<file path="src/sv/b64d_pkg.sv">
// ----------------------------------------------------------------------------
// b64d_pkg: shared types and character classifier
// Item formats for the middle queue and the result queue, plus the
// standard base64 alphabet lookup.
// ----------------------------------------------------------------------------
package b64d_pkg;

	localparam logic [7:0] PAD_CHAR = 8'h3D;

	// classified character as held in the middle queue
	typedef struct packed {
		logic [5:0] sextet;
		logic       invalid;
		logic       pad;
		logic       fin;
	} cls_t;

	// one result item
	typedef struct packed {
		logic [7:0] data;
		logic       valid;
		logic       done;
		logic       bad;
	} res_t;

	// alphabet lookup, invalid characters give sextet 0
	function automatic cls_t classify(input logic [7:0] c, input logic fin);
		cls_t       r;
		logic [7:0] d;
		d = 8'd0;
		r.invalid = 1'b0;
		if (c inside {[8'h41:8'h5A]}) begin
			d = c - 8'h41;
		end else if (c inside {[8'h61:8'h7A]}) begin
			d = c - 8'h61 + 8'd26;
		end else if (c inside {[8'h30:8'h39]}) begin
			d = c - 8'h30 + 8'd52;
		end else if (c == 8'h2B) begin
			d = 8'd62;
		end else if (c == 8'h2F) begin
			d = 8'd63;
		end else begin
			r.invalid = 1'b1;
		end
		r.sextet = d[5:0];
		r.pad    = (c == PAD_CHAR);
		r.fin    = fin;
		return r;
	endfunction

endpackage

</file>
<file path="src/sv/base64_decoder_strict.sv">
// ----------------------------------------------------------------------------
// base64_decoder_strict: streaming strict base64 decoder
// Decodes one character per item into bytes, with pad and length checks.
// ----------------------------------------------------------------------------
// Usage:
//   Input side is a queue write port: drive char_code and is_final and
//   raise push; the item is taken on a clock edge where full is low.
//   Mark the last character of each message with is_final.
//   Output side is a queue read port: while empty is low the oldest result
//   is on data_byte, byte_valid, message_done and bad_input; pop takes it.
//   Every character gives exactly one result. byte_valid marks a decoded
//   byte; bad_input is sticky within a message and is final on the result
//   with message_done set. After that result the decoder starts fresh.
//   An accepted character is stored in a two-entry queue after the
//   classifier, and its result in a two-entry result queue after the quad
//   decoder that drives the result ports; one item per cycle is sustained
//   while the receiver pops without stalling.
//   When the receiver stalls, the result queue fills, then the middle
//   queue, then full rises; no item is dropped. Reset empties both queues
//   and clears the quad position and error flag.
// ----------------------------------------------------------------------------
module base64_decoder_strict (
	input  logic       clk,
	input  logic       arst_n,
	input  logic [7:0] char_code,
	input  logic       is_final,
	input  logic       push,
	output logic       full,
	output logic [7:0] data_byte,
	output logic       byte_valid,
	output logic       message_done,
	output logic       bad_input,
	output logic       empty,
	input  logic       pop
);
	import b64d_pkg::*;

	logic q_valid;
	logic q_pop;
	cls_t q_item;

	// classifier and middle queue
	b64d_front u_front (
		.clk       (clk),
		.arst_n    (arst_n),
		.char_code (char_code),
		.is_final  (is_final),
		.push      (push),
		.full      (full),
		.q_valid   (q_valid),
		.q_item    (q_item),
		.q_pop     (q_pop)
	);

	// quad decoder and result queue
	b64d_back u_back (
		.clk          (clk),
		.arst_n       (arst_n),
		.q_valid      (q_valid),
		.q_item       (q_item),
		.q_pop        (q_pop),
		.data_byte    (data_byte),
		.byte_valid   (byte_valid),
		.message_done (message_done),
		.bad_input    (bad_input),
		.empty        (empty),
		.pop          (pop)
	);

endmodule

</file>
<file path="src/sv/b64d_front.sv">
// ----------------------------------------------------------------------------
// b64d_front: input classifier and middle queue
// Looks up each incoming character and stores the classified item in a
// two-entry queue that the back end drains at its own pace.
// ----------------------------------------------------------------------------
module b64d_front (
	input  logic             clk,
	input  logic             arst_n,
	input  logic [7:0]       char_code,
	input  logic             is_final,
	input  logic             push,
	output logic             full,
	output logic             q_valid,
	output b64d_pkg::cls_t   q_item,
	input  logic             q_pop
);
	import b64d_pkg::*;

	cls_t       mem_q [2];
	logic       wr_ptr_q;
	logic       rd_ptr_q;
	logic [1:0] count_q;
	logic       wr;
	logic       rd;

	assign full    = (count_q == 2'd2);
	assign q_valid = (count_q != 2'd0);
	assign q_item  = mem_q[rd_ptr_q];
	assign wr      = push && !full;
	assign rd      = q_pop && q_valid;

	// queue storage
	always_ff @(posedge clk) begin
		if (wr) begin
			mem_q[wr_ptr_q] <= classify(char_code, is_final);
		end
	end

	// queue pointers and fill count
	always_ff @(posedge clk or negedge arst_n) begin
		if (!arst_n) begin
			wr_ptr_q <= 1'b0;
			rd_ptr_q <= 1'b0;
			count_q  <= 2'd0;
		end else begin
			if (wr) wr_ptr_q <= !wr_ptr_q;
			if (rd) rd_ptr_q <= !rd_ptr_q;
			case ({wr, rd})
				2'b10:   count_q <= count_q + 2'd1;
				2'b01:   count_q <= count_q - 2'd1;
				default: count_q <= count_q;
			endcase
		end
	end

	a_count_range: assert property (@(posedge clk) disable iff (!arst_n)
		count_q != 2'd3) else $error("front queue count out of range");

	a_full_holds: assert property (@(posedge clk) disable iff (!arst_n)
		full && !q_pop |=> full) else $error("front queue lost an item");

	a_fill_step: assert property (@(posedge clk) disable iff (!arst_n)
		wr && !rd |=> count_q == $past(count_q) + 2'd1)
		else $error("front queue count did not advance");

endmodule

</file>
<file path="src/sv/b64d_back.sv">
// ----------------------------------------------------------------------------
// b64d_back: quad decoder and result queue
// Tracks the position within a quad, merges sextets into bytes, checks
// padding and length, and holds results in a two-entry output queue.
// ----------------------------------------------------------------------------
module b64d_back (
	input  logic             clk,
	input  logic             arst_n,
	input  logic             q_valid,
	input  b64d_pkg::cls_t   q_item,
	output logic             q_pop,
	output logic [7:0]       data_byte,
	output logic             byte_valid,
	output logic             message_done,
	output logic             bad_input,
	output logic             empty,
	input  logic             pop
);
	import b64d_pkg::*;

	localparam logic [1:0] PH0 = 2'd0;
	localparam logic [1:0] PH1 = 2'd1;
	localparam logic [1:0] PH2 = 2'd2;
	localparam logic [1:0] PH3 = 2'd3;

	logic [1:0] phase_q;
	logic [5:0] held_q;
	logic       expect_q;
	logic       err_q;

	res_t       out_q [2];
	logic       wr_ptr_q;
	logic       rd_ptr_q;
	logic [1:0] count_q;

	logic       take;
	logic       rd;
	logic       bad;
	logic       emit;
	logic       err_nx;
	logic       hold_ld;
	logic       expect_nx;
	logic [7:0] byte_v;
	res_t       res;

	assign take  = q_valid && (count_q != 2'd2);
	assign q_pop = take;
	assign empty = (count_q == 2'd0);
	assign rd    = pop && !empty;

	// per-character decode
	always_comb begin
		bad       = 1'b0;
		emit      = 1'b0;
		hold_ld   = 1'b0;
		byte_v    = 8'd0;
		expect_nx = expect_q;
		case (phase_q)
			PH0: begin
				bad     = q_item.invalid;
				hold_ld = 1'b1;
			end
			PH1: begin
				bad     = q_item.invalid;
				byte_v  = {held_q, q_item.sextet[5:4]};
				emit    = 1'b1;
				hold_ld = 1'b1;
			end
			PH2: begin
				if (q_item.pad) begin
					expect_nx = 1'b1;
				end else begin
					bad     = q_item.invalid;
					byte_v  = {held_q[3:0], q_item.sextet[5:2]};
					emit    = 1'b1;
					hold_ld = 1'b1;
				end
			end
			PH3: begin
				if (expect_q) begin
					bad = !q_item.pad || !q_item.fin;
				end else if (q_item.pad) begin
					bad = !q_item.fin;
				end else begin
					bad    = q_item.invalid;
					byte_v = {held_q[1:0], q_item.sextet};
					emit   = 1'b1;
				end
				expect_nx = 1'b0;
			end
			default: begin
				bad = 1'b1;
			end
		endcase
		if (q_item.fin && phase_q != PH3) bad = 1'b1;
		err_nx    = err_q || bad;
		res.valid = emit && !err_nx;
		res.data  = res.valid ? byte_v : 8'd0;
		res.done  = q_item.fin;
		res.bad   = err_nx;
	end

	// quad state, cleared after the final character
	always_ff @(posedge clk or negedge arst_n) begin
		if (!arst_n) begin
			phase_q  <= PH0;
			held_q   <= 6'd0;
			expect_q <= 1'b0;
			err_q    <= 1'b0;
		end else if (take) begin
			if (q_item.fin) begin
				phase_q  <= PH0;
				held_q   <= 6'd0;
				expect_q <= 1'b0;
				err_q    <= 1'b0;
			end else begin
				phase_q  <= phase_q + 2'd1;
				expect_q <= expect_nx;
				err_q    <= err_nx;
				if (hold_ld) held_q <= q_item.sextet;
			end
		end
	end

	// result queue storage
	always_ff @(posedge clk) begin
		if (take) begin
			out_q[wr_ptr_q] <= res;
		end
	end

	// result queue pointers and fill count
	always_ff @(posedge clk or negedge arst_n) begin
		if (!arst_n) begin
			wr_ptr_q <= 1'b0;
			rd_ptr_q <= 1'b0;
			count_q  <= 2'd0;
		end else begin
			if (take) wr_ptr_q <= !wr_ptr_q;
			if (rd)   rd_ptr_q <= !rd_ptr_q;
			case ({take, rd})
				2'b10:   count_q <= count_q + 2'd1;
				2'b01:   count_q <= count_q - 2'd1;
				default: count_q <= count_q;
			endcase
		end
	end

	assign data_byte    = out_q[rd_ptr_q].data;
	assign byte_valid   = out_q[rd_ptr_q].valid;
	assign message_done = out_q[rd_ptr_q].done;
	assign bad_input    = out_q[rd_ptr_q].bad;

	a_valid_clean: assert property (@(posedge clk) disable iff (!arst_n)
		take |-> !(res.valid && res.bad)) else $error("byte emitted after error");

	a_zero_data: assert property (@(posedge clk) disable iff (!arst_n)
		take && !res.valid |-> res.data == 8'd0) else $error("stray data bits");

	a_restart: assert property (@(posedge clk) disable iff (!arst_n)
		take && q_item.fin |=> phase_q == PH0 && !err_q && !expect_q)
		else $error("state not cleared after final item");

	a_pad_phase: assert property (@(posedge clk) disable iff (!arst_n)
		expect_q |-> phase_q == PH3) else $error("pending pad outside last position");

endmodule
</file>
<file path="config.mk">
export PLATFORM = sky130hd
export DESIGN_NAME = base64_decoder_strict
export DESIGN_NICKNAME = d
export VERILOG_FILES = /design/src/sv/b64d_pkg.sv /design/src/sv/base64_decoder_strict.sv /design/src/sv/b64d_front.sv /design/src/sv/b64d_back.sv
export SDC_FILE = /design/constraint.sdc
export NUM_CORES = 1
export LEC_CHECK = 0
export ABC_AREA = 1
export BUFFER_PORTS_ARGS = -buffer_cell sky130_fd_sc_hd__buf_4
export CAP_MARGIN = 20
export CORE_UTILIZATION = 47
export CTS_CLUSTER_DIAMETER = 150
export DETAILED_ROUTE_END_ITERATION = 10
export GPL_TIMING_DRIVEN = 0
export SYNTH_ARGS = -nofsm -noshare
export SYNTH_HDL_FRONTEND = slang
export SYNTH_SLANG_ARGS = --single-unit
export TNS_END_PERCENT = 20
</file>
<file path="constraint.sdc">
create_clock -name clk -period 2 [get_ports clk]
set_input_delay 0.2 -clock clk [delete_from_list [all_inputs] [get_ports clk]]
set_output_delay 0.2 -clock clk [all_outputs]
set_load 0.1 [all_outputs]
</file>
* Word-level counts from Yosys, hierarchy flattened
Memories as Yosys holds them, arrays and structs flattened. Cells that the tools add are included.
Word-level totals: output and inout bits 13, bits in latches 0, word-level logic and storage cells 111, memory bits (writable) 40, flip-flop bits (word level) 18, ROM bits 0, memories kept 2, input bits 13
Cells by class: div/mod/pow operators 0, order comparisons 6, muxes and demuxes 39, add/subtract/negate cells 10, shifts and indexed selects 0, equal/unequal tests 14, bitwise logic cells 0, $mul 0, reductions and logical operators 30
Memory list:
- u_back.out_q | depth 2, width 11, rd ports 1, clocked after memory_dff 0, wr ports 1, RTL line b64d_back.sv:31 | res_t out_q [2];
- u_front.mem_q | depth 2, width 9, rd ports 1, clocked after memory_dff 0, wr ports 1, RTL line b64d_front.sv:19 | cls_t mem_q [2];
Operators with widths (number):
- two-way mux 6 bit | 8
- two-way mux 8 bit | 4
- equality test 8 x 6 -> 1 bit, second input constant | 3
- one-hot mux 8 bit (3 select lines) | 1
- two-way mux 1 bit | 19
- greater-or-equal comparator 8 x 7 -> 1 bit, second input constant | 2
- <= comparator 8 x 7 -> 1 bit, second input constant | 2
- subtractor 6 bit, second input constant | 2
- equality test 2 bit, second input constant | 5
- logical AND 1 bit | 9
- logical NOT 1 bit | 9
- greater-or-equal comparator 8 x 6 -> 1 bit, second input constant | 1
- <= comparator 8 x 6 -> 1 bit, second input constant | 1
- one-hot mux 2 bit (2 select lines) | 2
- nonzero test 2 bit | 4
- adder 2 x 1 -> 2 bit, second input constant | 3
- adder 6 x 5 -> 6 bit, second input constant | 1
- adder 6 bit, second input constant | 1
- equality test 2 x 1 -> 1 bit, second input constant | 3
- one-hot mux 1 bit (3 select lines) | 2
- subtractor 6 x 1 -> 6 bit, second input constant | 1
- logical NOT 2 bit | 2
- != test 2 bit, second input constant | 2
- one-hot mux 1 bit (2 select lines) | 2
- other kinds (8) | 10

* Logic depth before layout (Yosys ltp)
Gate-level depths: netlist of the first run. An unclocked memory read counts as a cell.
depth in word-level cells 10, depth in mapped cells 11, mapped depth without buffers 10

* Hierarchy
Synthesis of the first run repeated with hierarchy kept, for this count alone.
Second synthesis, totals: cells, all modules 399, area, all modules 3358.2 sq um
Modules (own cells, without submodules):
- b64d_back | seq. area each 1011.0 sq um, cells each 205, times used 1, area each 1811.7 sq um
- b64d_front | seq. area each 640.6 sq um, cells each 194, times used 1, area each 1546.5 sq um

* Worst setup path before layout of the first run
Ideal clock, no wire load.
path type register to output, from register u_back.count_q[0], to output empty, setup slack 0.076 ns, required time 1.800 ns, arrival 1.724 ns, cell stages (with the launch flop) 2, path buffers 0, cell sequence dfrtp_1 > nor2_1
On the way: word-level cells in the longest chain between the ends 1
Ends and longest elaborated chain:
- start, declared | RTL line b64d_back.sv:34 | logic [1:0] count_q;
- start signal, assigned | RTL line b64d_back.sv:142 | 2'b10: count_q <= count_q + 2'd1;
- start signal, assigned | RTL line b64d_back.sv:143 | 2'b01: count_q <= count_q - 2'd1;
- start signal, assigned | RTL line b64d_back.sv:144 | default: count_q <= count_q;
- logical NOT 2 bit | RTL line b64d_back.sv:48 | assign empty = (count_q == 2'd0);
- end, declared | RTL line base64_decoder_strict.sv:33 | output logic empty,
Every way passes these cells.

* Worst setup path in the final report of the first run
from register u_front.count_q[0], to memory u_back.out_q[0][6] (netlist bit), enable pin
On the way: word-level cells in the longest chain between the ends 4
Ends and longest elaborated chain:
- start, declared | RTL line b64d_front.sv:22 | logic [1:0] count_q;
- start signal, assigned | RTL line b64d_front.sv:49 | 2'b10: count_q <= count_q + 2'd1;
- start signal, assigned | RTL line b64d_front.sv:50 | 2'b01: count_q <= count_q - 2'd1;
- start signal, assigned | RTL line b64d_front.sv:51 | default: count_q <= count_q;
- nonzero test 2 bit | RTL line b64d_front.sv:27 | assign q_valid = (count_q != 2'd0);
- logical AND 1 bit | RTL line b64d_back.sv:46 | assign take = q_valid && (count_q != 2'd2);
- two-way mux 1 bit | RTL line b64d_back.sv:127 | if (take) begin
- two-way mux 1 bit (not written as such) | RTL line b64d_back.sv:128 | out_q[wr_ptr_q] <= res;
- end, declared | RTL line b64d_back.sv:31
Every way passes these cells.

==> results_dict.tcl, run 1 <==
set metrics [dict create \
    wl_met1_um 3267 \
    synth_cell_types 28 \
    cpMaxStageDelayCell "nor2_1" \
    cp-start-kind "flip-flop" \
    yosys.area.top_type_share_pct 35.79 \
    grt_setup_unrepaired "no" \
    hold_violations 0 \
    fp-row-count 30 \
    fin_ws_ns 0.1733 \
    avgSynthCellArea_um2 8.474 \
    crit_fanout 11 \
    slew_violations 0 \
    grt_pass1_wl_um 11730 \
    max_stage_delay_ns 0.68 \
    critPathBufInv 1 \
    vdd_drop_max_v 0.0008197 \
    antenna_cells 0 \
    wl_met3_um 234 \
    crit_arrival_ns 1.79 \
    worstReg2RegStart "u_front.count_q[0]" \
    cts_buffers 9 \
    cts_tree "yes" \
    swShare_pct 50.04 \
    antenna_found_initial 0 \
    fin_crit_ns 1.827 \
    worst_pin_slew_ns 1.050 \
    die_area_um2 7481 \
    r2r-end "u_back.out_q[0][6]" \
    grt_max_degree 19 \
    vias 2597 \
    io_pins 26 \
    wl_per_cell_um 12.86 \
    h-tree-depth 3 \
    cp_top_family "simple AND/OR/NAND/NOR gates" \
    syn_inst 396 \
    drtIter0Drc 153 \
    tns_ns 0 \
    p_switching_mw 3.465 \
    critical_path_class "flip-flop to flip-flop" \
    setup_viol 0 \
    layout_commonest_cell "nand2_1" \
    period_share_pct 91.34 \
    root_buffer "clkbuf_8" \
    hold_path_startpoint "is_final" \
    reg2reg_slack_ns 0.17 \
    p_int_mw 3.459 \
    power_frac_clock_pct 16.4 \
    final_cell_mix "nand2_1 (132), nand3_1 (51), edfxtp_1 (40)" \
    drv_cap 0 \
    yosys-top-cells-area "edfxtp_1 (36%), nand2_1 (15%), dfrtp_1 (13%)" \
    cp-end-kind "flip-flop" \
    synth-seq-area-share_pct 49.22 \
    numPortBuffers 24 \
    syn_nets 424 \
    pwr-share-comb_pct 53.7 \
    drt-total-wl_um 6894 \
    yosys.area.top_type "edfxtp_1" \
    firstDrtPassIters 4 \
    die_y_um 86.50 \
    dp_hpwl_um 4993 \
    groute.usage.overall_pct 20.89 \
    powerDensity_nw_per_um2 1774 \
    ys_ff_latch 58 \
    reg2reg_depth 3 \
    layout-drive-gt1-share_pct 16.36 \
    finalClockSkew_ns 0.01055 \
    fp.coreArea_um2 6832 \
    die_w_um 86.50 \
    max_freq_ghz 0.5474 \
    power_frac_seq_pct 29.9 \
    grt_pass1_vias 2505 \
    crit_chain "o22ai_4 > buf_4 > nor2_1" \
    clkTransAtPathRegs_ns 0.06 \
    final_core_utilization_pct 57.14 \
    dp_slack_ns 0.1082 \
    initial_core_util_pct 49.12 \
    whs_path_depth 1 \
    area_growth_pct 16.33 \
    run_status "finished clean" \
    fin_nets 463 \
    critPathRequiredTime_ns 1.96 \
    routabilityCongestion 0.8995 \
    hp-class "input port to flip-flop" \
    syn_area_um2 3356 \
    gr-total-overflow 0 \
    vias_per_cell 4.845 \
    yosysWarnings 0 \
    clk_latency_ns 0.34 \
    clock-sinks 58 \
    final_antenna_net_count 0 \
    routed-wl-met2_um 3314 \
    post-route-drc-count 0 \
    leakage_nw 1.838 \
    clockBufferDepth 2 \
    slew_headroom_pct 29.74 \
    top_layer_used "met4" \
    hold_end "u_front.mem_q[1][0]" \
]
==> routing by layer <==
metal / GRT usage [%] / vias up
met4: 7.273 / 0
li1: - / 1361
met3: 5.143 / 7
met2: 35.79 / 49
met5: 0 / -
met1: 25.77 / 1180
==> sequential cells by signal, indices dropped and copies added, names as in the netlist <==
name / cells
u_back.wr_ptr_q: 1
u_front.rd_ptr_q: 1
u_back.expect_q: 1
u_back.err_q: 1
u_back.held_q: 6
u_back.rd_ptr_q: 1
u_back.out_q: 22
u_front.mem_q: 18
u_back.count_q: 2
u_front.wr_ptr_q: 1
u_front.count_q: 2
u_back.phase_q: 2
==> power by group through the flow <==
stage / clock (mW) / combinational, mW / sequential (mW)
5_1_grt: 1.21 / 4.06 / 2.13
3_3_place_gp: 0 / 3.63 / 2.08
6_report: 1.13 / 3.72 / 2.07
4_1_cts: 1.14 / 3.68 / 2.07
2_1_floorplan: 0 / 2.91 / 2.05
3_5_place_dp: 0 / 3.67 / 2.10
==> per-stage QoR <==
| stage | total power [mW] | instance area [µm²] | cells | hold WS [ns] |
|---|---|---|---|---|
| 2_1_floorplan | 4.957 | 3356 | 396 | -0.09559 |
| 3_3_place_gp | 5.715 | 3656 | 516 | 0.1081 |
| 3_5_place_dp | 5.768 | 3656 | 516 | 0.1027 |
| 4_1_cts | 6.900 | 3880 | 533 | 0.03722 |
| 5_1_grt | 7.390 | 3904 | 536 | 0.02787 |
| 6_report | 6.924 | 3904 | 536 | 0.04817 |
==> synth_stat cells (all sizes together) <==
| cell | instances |
|---|---|
| o21ai | 14 |
| nor3 | 2 |
| nand3 | 54 |
| o22ai | 1 |
| nand2 | 143 |
| ha | 15 |
| nand4 | 1 |
| a21oi | 5 |
| xnor2 | 2 |
| edfxtp | 40 |
| nor2 | 40 |
| and3 | 1 |
| clkbuf | 2 |
| buf | 5 |
| dfrtp | 18 |
| inv | 41 |
| xor2 | 12 |
==> worst max-delay path by stage <==
stage | startpoint | to | slack, ns | depth (start not counted)
finish | u_front.count_q[0] | u_back.out_q[0][6] | 0.17 | 3
detailed placement | u_front.count_q[0] | u_front.count_q[1] | 0.11 | 6
global route | u_front.count_q[0] | u_back.out_q[0][4] | 0.02 | 3
global placement | u_front.count_q[0] | u_front.count_q[1] | 0.13 | 6
CTS | u_front.count_q[0] | u_front.count_q[1] | 0.1 | 6
floorplan | u_back.count_q[0] | empty | 0.08 | 1
==> layout make-up <==
class	instances	area, µm²
Inverter	41	153.9
Fill cell	650	2928
Sequential cell	58	1652
Clock inverter	4	48.80
Clock buffer	12	165.2
Tap cell	96	120.1
Timing Repair Buffer	28	212.7
Buffer	7	45.04
Multi-Input combinational cell	290	1506
==> cells by family after synthesis <==
logic type	share of synthesized area, %
adder cells (fa/ha/maj)	5.593
flip-flops	49.22
XOR/XNOR	3.654
AO/OA/AOI/OAI	3.766
AND/OR/NAND/NOR	31.88
buffers and inverters	5.891
==> worst register-to-register path, delay by kind of cell (launching register included) <==
kind | cells | cell delay, ns
AOI/OAI and AO/OA | 1 | 0.14
buffers and inverters | 1 | 0.15
DFF | 1 | 0.48
and+or+nand+nor | 1 | 0.68
==> timing repair <==
action                                 in CTS  in global routing
setup buffers                               0                  3
setup endpoints to repair                   0                  7
endpoints found under the hold margin      18                  0
gates resized for setup                     0                  2
hold buffers                                1                  0
Power figures use the tool's default switching activity.
==> run 2: changes to the inputs <==
BUFFER_PORTS_ARGS = default   (was -buffer_cell sky130_fd_sc_hd__buf_4)
DONT_BUFFER_PORTS = 1   (was default)
==> run 2 against run 1 <==
  * Fmax is 2.6% lower
  * Utilization is 1.4 points lower
  * Cell count is 4.9% lower
  * Critical path type is now flip-flop to primary output
  * Highest routed layer unchanged
  * Global-route usage is 1.2 points lower
  * First-iteration DRC count is 11% lower
  * Wire length is 5.4% lower
  * Clock skew is 0.00079 ns lower
  * Critical endpoint is now data_byte[6]
  * Die area stayed put
  * Critical path depth is 1 higher
  * Via count is 2.7% lower
==> results_dict.tcl, run 2 (synthesis results as in run 1) <==
set metrics [dict create \
    crit_fanout 10 \
    vias_per_cell 4.955 \
    cp-end-kind "primary output" \
    cp-start-kind "flip-flop" \
    wl_per_cell_um 12.79 \
    max_freq_ghz 0.5334 \
    area_growth_pct 13.53 \
    post-route-drc-count 0 \
    routabilityCongestion 0.9292 \
    vias 2527 \
    worst_pin_slew_ns 1.060 \
    top_regs "u_back.out_q: 22 flops, u_front.mem_q: 18 flops, u_back.held_q: 6 flops" \
    final_antenna_net_count 0 \
    fillers 668 \
    drt-total-wl_um 6525 \
    final_core_utilization_pct 55.77 \
    io_pins 26 \
    firstDrtPassIters 4 \
    drtIter0Drc 136 \
    slew_headroom_pct 29.26 \
    setup_viol 0 \
    period_share_pct 93.74 \
    clkTransAtPathRegs_ns 0.06 \
    crit_arrival_ns 1.67 \
    numPortBuffers 0 \
    grt_pass1_vias 2421 \
    antenna_found_initial 0 \
    fp.coreArea_um2 6832 \
    root_buffer "clkbuf_8" \
    seq_area_um2 1652 \
    hold_violations 0 \
    drv_cap 0 \
    largest-register "u_back.out_q" \
    die_w_um 86.50 \
    initial_core_util_pct 49.12 \
    grt_pass1_wl_um 11160 \
    clk_latency_ns 0.33 \
    layout-drive-gt1-share_pct 13.29 \
    slew_violations 0 \
    cts_buffers 9 \
    finalClockSkew_ns 0.009760 \
    run_status "finished clean" \
    cts_tree "yes" \
    die_area_um2 7481 \
    gr-total-overflow 0 \
    clock-sinks 58 \
    die_y_um 86.50 \
    multi_input_area_um2 1589 \
    groute.usage.overall_pct 19.65 \
    fin_crit_ns 1.875 \
    dp_hpwl_um 4881 \
    final_cell_mix "nand2_1 (121), nand3_1 (51), edfxtp_1 (40)" \
    h-tree-depth 3 \
    critPathRequiredTime_ns 1.80 \
    antenna_cells 0 \
    fp-row-count 30 \
    hp-class "input port to flip-flop" \
    clockBufferDepth 2 \
    cts_setup_buffers 0 \
    critical_path_class "flip-flop to primary output" \
    largest_register_ffs 22 \
    layout_commonest_cell "nand2_1" \
    grt_setup_unrepaired "yes" \
    fin_nets 437 \
    grt_max_degree 19 \
]
==> run 2: cell count changes in the layout (fill, tap and decap cells not counted), sizes merged <==
cell and delta:
clkinv +1, clkbuf -3, buf -27, bufinv +2, dlygate4sd3 +1
==> run 2: final timing paths <==
path,from,to,slack [ns],cells past startpoint
min in group asynchronous,arst_n,u_back.held_q[3],0.43,1
setup / recovery,u_back.rd_ptr_q,data_byte[6],0.13,4
max in group asynchronous,arst_n,u_front.wr_ptr_q,1.02,1
setup reg to reg,u_front.count_q[0],u_front.count_q[1],0.14,6
hold / removal,pop,u_back.rd_ptr_q,0.10,2
hold reg to reg,u_back.held_q[5],u_back.held_q[5],0.47,2
==> run 2: what timing repair did <==
action | in CTS | in global routing
endpoints found under the setup margin | 11 | 11
hold buffers | 2 | 0
resized for setup | 11 | 10
endpoints found under the hold margin | 20 | 0
==> run 2: cell type report <==
cell class / count / share of cell area [%]
Buffer: 7 / 1.149
Clock buffer: 9 / 3.251
Clock inverter: 7 / 2.824
Inverter: 41 / 4.039
Multi-Input combinational cell: 290 / 41.71
Sequential cell: 58 / 43.35
Tap cell: 96 / 3.153
Timing Repair Buffer: 2 / 0.5255
==> run 2: critical path, cell delays in order, from the launching register on <==
cell      delay (ns)
dfrtp_1         0.39
inv_1           0.12
clkbuf_1        0.38
nand2_1         0.17
nand2_4         0.28
==> run 2: routing by layer <==
layer	GRT usage (%)	vias up	routed length, µm
met2	32.90	47	3214
li1	-	1309	-
met4	11.36	0	150
met3	2.952	14	192
met1	24.26	1157	2967
met5	0	-	0
==> run 2: stage by stage <==
step                      area [µm²]  setup TNS (ns)  setup slack, ns  std cells  hold WS (ns)
after floorplan                 3356               0          0.07641        396      -0.09559
after global placement          3476               0          0.03653        492      -0.09479
after detailed placement        3481               0           0.1131        492      -0.09427
after CTS                       3760               0          0.01198        510        0.1009
after global routing            3810      -0.0002942       -0.0002942        510        0.1283
final                           3810               0           0.1253        510        0.1039
Power of run 2 is not shown: default switching activity piles up to over one toggle a cycle in this logic, so the estimate is an artifact.
